### config.mk
export PLATFORM = sky130hd
export DESIGN_NAME = dust_sensor_moving_average
export DESIGN_NICKNAME = d
export VERILOG_FILES = /design/src/dsma_pkg.sv /design/src/dust_sensor_moving_average.sv
export SDC_FILE = /design/constraint.sdc
export NUM_CORES = 1
export LEC_CHECK = 0
export BUFFER_PORTS_ARGS = -buffer_cell sky130_fd_sc_hd__buf_2
export CORE_MARGIN = 3
export CORE_UTILIZATION = 40
export CTS_CLUSTER_DIAMETER = 150
export CTS_CLUSTER_SIZE = 40
export DETAILED_ROUTE_END_ITERATION = 7
export HOLD_SLACK_MARGIN = 0.02
export PLACE_DENSITY_LB_ADDON = 0.2
export SLEW_MARGIN = 30
export SYNTH_ARGS = -nofsm -noshare
export SYNTH_HDL_FRONTEND = slang
export SYNTH_SLANG_ARGS = --single-unit
### constraint.sdc
create_clock -name clk -period 23.7 [get_ports clk]
set_input_delay 2.37 -clock clk [delete_from_list [all_inputs] [get_ports clk]]
set_output_delay 2.37 -clock clk [all_outputs]
set_load 0.01 [all_outputs]
### src/dsma_pkg.sv
// Shared types and constants for the dust sensor moving-average block.
// No dependencies.
`default_nettype none

package dsma_pkg;

  // Input word: one converter result as two bytes.
  typedef struct packed {
    logic [7:0] adc_high;
    logic [7:0] adc_low;
  } in_word_t;

  // Result word.
  typedef struct packed {
    logic [11:0] mean_level;
    logic        under_threshold;
    logic [9:0]  density;
    logic        saturated;
    logic [5:0]  hundreds_char;
    logic [5:0]  tens_char;
    logic [5:0]  ones_char;
  } out_word_t;

  localparam int unsigned PROD_W = 29;

  localparam logic [11:0]       THRESH_RESET = 12'd435;
  // density = floor((mean*33000 - 14336000) / (7 * 2^14))
  localparam logic [15:0]       SCALE_NUM    = 16'd33000;
  localparam logic [PROD_W-1:0] OFFSET_NUM   = 29'd14336000;
  localparam int unsigned       DEN_SHIFT    = 14;
  // (diff >> 14) at or above this gives a quotient above 999
  localparam logic [14:0]       SAT_LIMIT    = 15'd7000;
  // ceil(2^16 / 7), exact for dividends below SAT_LIMIT
  localparam logic [15:0]       RECIP_7      = 16'd9363;
  // floor(d/100) = (d*41) >> 12 for d < 1000
  localparam logic [15:0]       RECIP_100    = 16'd41;
  // floor(r/10) = (r*205) >> 11 for r < 100
  localparam logic [15:0]       RECIP_10     = 16'd205;
  localparam logic [9:0]        DENSITY_MAX  = 10'd999;
  localparam logic [5:0]        ASCII_ZERO   = 6'd48;

endpackage

`default_nettype wire

### src/dust_sensor_moving_average.sv
// Moving-average dust density: sample ring, iterative mean, shared multiplier scaling.
// Depends on dsma_pkg.
//
// Sequence: after a word is accepted, the ring is summed entry by entry, then the mean is
//   multiplied out, followed by the threshold compare, scaling and digit steps; under
//   threshold the scaling and digit steps are skipped.
// Flow: in_ready is high only in idle, so no new word is taken until the last result has
//   been loaded into the output register. An untaken result holds the next one in its
//   last step.
// Reset (rst, synchronous): ring and write slot cleared, threshold 435, no result.
`default_nettype none

module dust_sensor_moving_average #(
  parameter int unsigned WINDOW = 10
) (
  input  wire                clk,
  input  wire                rst,
  input  wire                in_valid,
  output logic               in_ready,
  input  dsma_pkg::in_word_t in_data,
  output logic               out_valid,
  input  wire                out_ready,
  output dsma_pkg::out_word_t out_data,
  input  wire                cfg_valid,
  output logic               cfg_ready,
  input  wire  [11:0]        cfg_data
);

  // Ring index width and ring sum width (WINDOW * 4095 fits).
  localparam int unsigned SW    = (WINDOW > 1) ? $clog2(WINDOW) : 1;
  localparam int unsigned SUM_W = 12 + $clog2(WINDOW);
  // floor(sum / WINDOW) = (sum * MEAN_RECIP) >> MEAN_SHIFT, exact for any
  // sum below WINDOW * 4096 with WINDOW up to 16.
  localparam int unsigned MEAN_SHIFT = 20;
  localparam logic [20:0] MEAN_RECIP = 21'((2 ** MEAN_SHIFT + WINDOW - 1) / WINDOW);
  localparam int unsigned MUL_W      = 37;

  typedef enum logic [3:0] {
    S_IDLE,   // wait for a word
    S_SUM,    // add one ring entry per cycle
    S_MEAN,   // sum * reciprocal of WINDOW
    S_CHK,    // threshold compare, start mean * 33000
    S_RECIP,  // offset, shift by 2^14, start divide by 7
    S_HUND,   // clamp density, start hundreds digit
    S_TENS,   // remainder below 100, start tens digit
    S_DIGS,   // tens and ones digits
    S_FIN     // load output register
  } state_t;

  state_t              state;
  logic [11:0]         threshold;
  logic [11:0]         ring [WINDOW];
  logic [SW-1:0]       slot;
  logic [SW-1:0]       idx;
  logic [SUM_W-1:0]    acc;       // running ring sum
  logic [11:0]         mean;
  logic                under;
  logic                sat;
  logic [9:0]          dens;
  logic [3:0]          hund;
  logic [6:0]          below_100;
  logic [3:0]          tens;
  logic [3:0]          ones;
  logic [MUL_W-1:0]    prod;

  // Shared multiplier operands, chosen by state.
  logic [15:0]         mul_a;
  logic [20:0]         mul_b;
  logic [MUL_W-1:0]    prod_next;

  // Scaling helpers.
  logic [11:0]         mean_now;
  logic [dsma_pkg::PROD_W-1:0] diff;
  logic [14:0]         scaled;
  logic [9:0]          dens_next;
  logic [9:0]          hund_x100;
  logic [6:0]          tens_x10;

  logic [SUM_W-1:0]    sum_next;
  logic                out_load;

  assign in_ready  = (state == S_IDLE);
  assign cfg_ready = 1'b1;

  assign sum_next = acc + SUM_W'(ring[idx]);
  assign mean_now = prod[MEAN_SHIFT +: 12];
  assign out_load = (state == S_FIN) && (!out_valid || out_ready);

  assign diff      = (prod[dsma_pkg::PROD_W-1:0] > dsma_pkg::OFFSET_NUM)
                   ? (prod[dsma_pkg::PROD_W-1:0] - dsma_pkg::OFFSET_NUM) : '0;
  assign scaled    = diff[dsma_pkg::DEN_SHIFT +: 15];
  assign dens_next = sat ? dsma_pkg::DENSITY_MAX : prod[25:16];
  assign hund_x100 = 10'(prod[15:12]) * 10'd100;
  assign tens_x10  = 7'(prod[14:11]) * 7'd10;

  always_comb begin
    mul_a = '0;
    mul_b = '0;
    case (state)
      S_MEAN: begin
        mul_a = 16'(acc);
        mul_b = MEAN_RECIP;
      end
      S_CHK: begin
        mul_a = 16'(mean_now);
        mul_b = 21'(dsma_pkg::SCALE_NUM);
      end
      S_RECIP: begin
        mul_a = 16'(scaled[12:0]);   // only used when below SAT_LIMIT
        mul_b = 21'(dsma_pkg::RECIP_7);
      end
      S_HUND: begin
        mul_a = 16'(dens_next);
        mul_b = 21'(dsma_pkg::RECIP_100);
      end
      S_TENS: begin
        mul_a = 16'(7'(dens - hund_x100));
        mul_b = 21'(dsma_pkg::RECIP_10);
      end
      default: begin
        mul_a = '0;
        mul_b = '0;
      end
    endcase
    prod_next = MUL_W'(mul_a) * MUL_W'(mul_b);
  end

  always_ff @(posedge clk) begin
    if (rst) begin
      state     <= S_IDLE;
      threshold <= dsma_pkg::THRESH_RESET;
      slot      <= '0;
      idx       <= '0;
      out_valid <= 1'b0;
      for (int i = 0; i < WINDOW; i++) begin
        ring[i] <= '0;
      end
    end else begin
      if (cfg_valid) begin
        threshold <= cfg_data;
      end
      if (out_load) begin
        out_valid <= 1'b1;
      end else if (out_ready) begin
        out_valid <= 1'b0;
      end
      prod <= prod_next;

      case (state)
        S_IDLE: begin
          if (in_valid) begin
            ring[slot] <= {in_data.adc_high, in_data.adc_low[7:4]};
            slot       <= (slot == SW'(WINDOW - 1)) ? '0 : slot + 1'b1;
            idx        <= '0;
            acc        <= '0;
            state      <= S_SUM;
          end
        end
        S_SUM: begin
          acc <= sum_next;
          idx <= idx + 1'b1;
          if (idx == SW'(WINDOW - 1)) begin
            state <= S_MEAN;
          end
        end
        S_MEAN: begin
          state <= S_CHK;
        end
        S_CHK: begin
          mean  <= mean_now;
          under <= (mean_now < threshold);
          state <= (mean_now < threshold) ? S_FIN : S_RECIP;
        end
        S_RECIP: begin
          sat   <= (scaled >= dsma_pkg::SAT_LIMIT);
          state <= S_HUND;
        end
        S_HUND: begin
          dens  <= dens_next;
          state <= S_TENS;
        end
        S_TENS: begin
          hund      <= prod[15:12];
          below_100 <= 7'(dens - hund_x100);
          state     <= S_DIGS;
        end
        S_DIGS: begin
          tens  <= prod[14:11];
          ones  <= 4'(below_100 - tens_x10);
          state <= S_FIN;
        end
        S_FIN: begin
          // Hold until the output register is free.
          if (out_load) begin
            out_data.mean_level      <= mean;
            out_data.under_threshold <= under;
            if (under) begin
              out_data.density       <= '0;
              out_data.saturated     <= 1'b0;
              out_data.hundreds_char <= '0;
              out_data.tens_char     <= '0;
              out_data.ones_char     <= '0;
            end else begin
              out_data.density       <= dens;
              out_data.saturated     <= sat;
              out_data.hundreds_char <= dsma_pkg::ASCII_ZERO + 6'(hund);
              out_data.tens_char     <= dsma_pkg::ASCII_ZERO + 6'(tens);
              out_data.ones_char     <= dsma_pkg::ASCII_ZERO + 6'(ones);
            end
            state <= S_IDLE;
          end
        end
        default: begin
          state <= S_IDLE;
        end
      endcase
    end
  end

endmodule

`default_nettype wire

==> results.toml <==
[detailed_routing]
drc = 0
ant_nets = 0
firstDrtPassIters = 5
wl_per_cell_um = 19.53
vias = 13830
drt_iter0_drc = 902
wl_um = 53230
routed_via_density = 5.074

[sta]
fmax_mhz = 104.6
slew_viol_final = 0
final.period_utilization = 0.4033
rsz0062_at_grt = "no"
tightest_slew_ns = 0.9130
holdWs_ns = 0.4271
fin_setup_tns_ns = 0
setup_viol = 0
slew_headroom = 0.3907
fin_crit_ns = 9.557
timing.final.hold_violations = 0
fin_skew_ns = 0.02031

[yosys]
synth_edf_count = 317
synthTopCellsByArea = "edfxtp_1 (42%), fa_1 (16%), ha_1 (9.1%), mux4_2 (5.9%), inv_1 (5.5%)"
yosys-top-cells-count = "inv_1 (335), edfxtp_1 (317), nor2_1 (216), fa_1 (178), ha_1 (166)"
yosysSeqAreaShare = 0.4431
synthMuxAreaShare = 0.06280
yosysMostFrequentCell = "inv_1"
synth_top_area_frac = 0.4177
syn_area_mm2 = 0.02279
netlist_instances = 1908
ys_seq_elements = 346
synth-xor-area-share = 0.02498
synthAdderAreaFrac = 0.2475
async_flop_share = 0
synth_top_family_by_area = "adder cells"
ys_warn_count = 0
synth-simple-area-share = 0.1079
synth.avg_cell_area_um2 = 11.95
synth-compound-area-share = 0.04628
yosysTopAreaCell = "edfxtp_1"
synth_ff_type = "edfxtp_1"
yosysUniqueCellTypes = 63

[cts]
h-tree-depth = 1
cts_tree = "yes"
clock_path_buffers = 3
ctsResizeCount = 0
cts_root_buf = "clkbuf_16"
path_clk_slew_ns = 0.15
hold_buffers = 0
insertion_delay_ns = 0.53
post_cts_buffers = 0
clock-sinks = 346
cts_buffers = 12

[global_route]
use_met3 = 0.01650
grt_pass1_wl_um = 84580
grt_use_met2 = 0.3331
first_global_vias = 14730
gr-usage-all-layers = 0.1822
grt_overflow_total = 0
grt-busiest-layer = "met2"
grt_max_degree = 53
grt.met1_usage = 0.2367
antenna_found_initial = 0

[pwr]
p_per_area_mw_per_mm2 = 86.85
p_leak_uw = 0.01043
vdd_drop_max_mv = 0.06641

[finish]
num_antenna_cells = 0
regArea_mm2 = 0.01011
multi_input_area_mm2 = 0.01131
fin_cells = 2725
syn_to_final_growth_pct = 7.433
drive_above_1_share = 0.1082
finish.instance_area_mm2 = 0.02449
n_fill_cell = 5283
final_nets = 2348

[setup_path]
cp_max_fo = 17
endpoint_kind = "flip-flop"
critPathSlowestCell = "nor3_1"
crit_buf_inv = 3
max_stage_delay_ns = 0.71
cp.required_ns = 23.99
reg2reg_slack_ns = 14.14
reg2regPathDepth = 28
start_kind = "flip-flop"
critPathTopFamily = "adder cells"
critPathMostFrequentCell = "fa_1"
r2r-end = "prod[31]$_DFFE_PN_"
cp.arrival_ns = 9.85
cp.depth = 28
crit_start = "prod[14]$_DFFE_PN_"
endpoint = "prod[31]$_DFFE_PN_"
critPathKind = "reg -> reg"
reg2reg_from = "prod[14]$_DFFE_PN_"

[run]
drv_cap = 0

[status]
status = "finished clean"

[die]
dieHeight_um = 244.7
io_pins = 78
start_util = 0.4089
num_rows = 86
dieArea_mm2 = 0.05988
design.core.area_mm2 = 0.05574
die_w_um = 244.7

[placement]
place_congestion = 0.8952
dpl.hpwl_um = 41040
dpl_cell_area_mm2 = 0.02408
io_buffers = 72
place_inst = 2703

[hold_path]
holdCritPathClass = "reg -> reg"
min_path_cells = 0
registers in the layout, indices dropped and copies added, names as in the netlist, named ones only:
signal     count
acc           16
below_100      4
dens          10
hund           4
idx            4
mean          12
ones           4
out_data      37
out_valid      1
prod          32
ring         192
sat            1
slot           4
state          4
tens           4
threshold     12
under          1
through the flow:
stage                       util  setup WS (ns)  power (µW)
after global routing      0.4393          13.71        2301
after global placement    0.4318          14.24        1850
after detailed placement  0.4320          14.23        1865
after CTS                 0.4385          14.20        2149
after floorplan                -          16.27        1566
final                     0.4393          14.14        2127
per-layer routing:
layer,vias up,part of all wire
li1,6458,-
met1,7062,0.43
met2,249,0.52
met3,58,0.031
met4,0,0.022
met5,-,0
where the power goes:
part	switching (µW)	internal (µW)	total [µW]
Sequential	70.5	750	820
Clock	181	105	286
Combinational	603	418	1020
worst min-delay path by stage:
| stage | endpoint | slack, ns | from |
|---|---|---|---|
| 2_1_floorplan | ones[0]$_DFFE_PP_ | 0.40 | below_100[0]$_DFFE_PP_ |
| 3_3_place_gp | out_data[39]$_DFFE_PP_ | 0.40 | mean[9]$_DFFE_PP_ |
| 3_5_place_dp | out_data[31]$_DFFE_PP_ | 0.41 | mean[1]$_DFFE_PP_ |
| 4_1_cts | out_data[41]$_DFFE_PP_ | 0.43 | mean[11]$_DFFE_PP_ |
| 5_1_grt | out_data[36]$_DFFE_PP_ | 0.45 | mean[6]$_DFFE_PP_ |
| 6_report | out_data[41]$_DFFE_PP_ | 0.43 | mean[11]$_DFFE_PP_ |
logic make-up (layout without fill, tap and decap cells):
family | count (synthesis) | in the layout
DFF | 346 | 346
and+or+nand+nor | 523 | 523
buffers and inverters | 399 | 443
muxes | 68 | 68
AOI/OAI and AO/OA | 161 | 161
adders and majority gates | 344 | 344
other | 2 | 27
xor gates and xnor gates | 65 | 65
final cells by class:
class                   instances  area share
multi-input cells            1188      0.4620
flip-flops and latches        346      0.4127
inverters                     335     0.05135
well taps                     748     0.03822
repair buffers                 88     0.02075
clock buffers                  18     0.01405
clock inverters                 2   0.0008687
layout by cell type (no fill, tap or decap), types with 8 or more instances in the layout:
| cell | synthesis | routed |
|---|---|---|
| nand3_1 | 23 | 23 |
| ha_1 | 166 | 166 |
| xor2_1 | 19 | 19 |
| o21ai_0 | 29 | 29 |
| dfxtp_1 | 29 | 26 |
| xnor2_1 | 46 | 46 |
| and2_1 | 40 | 40 |
| and3_1 | 9 | 9 |
| clkbuf_16 | 0 | 13 |
| a21o_1 | 21 | 21 |
| a21oi_1 | 47 | 47 |
| inv_1 | 335 | 334 |
| o211ai_1 | 12 | 12 |
| or3_1 | 8 | 8 |
| nor4_1 | 8 | 8 |
| nand2b_1 | 14 | 14 |
| nand2_1 | 102 | 102 |
| mux4_2 | 60 | 60 |
| mux2i_1 | 8 | 8 |
| buf_2 | 5 | 72 |
| nor3_1 | 22 | 18 |
| buf_4 | 7 | 13 |
| or2_2 | 25 | 25 |
| fa_1 | 178 | 178 |
| nor2b_1 | 36 | 36 |
| nor2_1 | 216 | 211 |
| conb_1 | 2 | 27 |
| edfxtp_1 | 317 | 317 |
worst register-to-register path, delay by kind of cell, from the launching register on:
family	cells	cell delay, ns
fa+ha+maj	7	3.49
compound gates	10	2.57
xor+xnor	1	0.08
simple gates	7	2.35
flops	1	0.66
buf+inv	3	0.17
No activity file was read; power rests on OpenSTA's default activity.
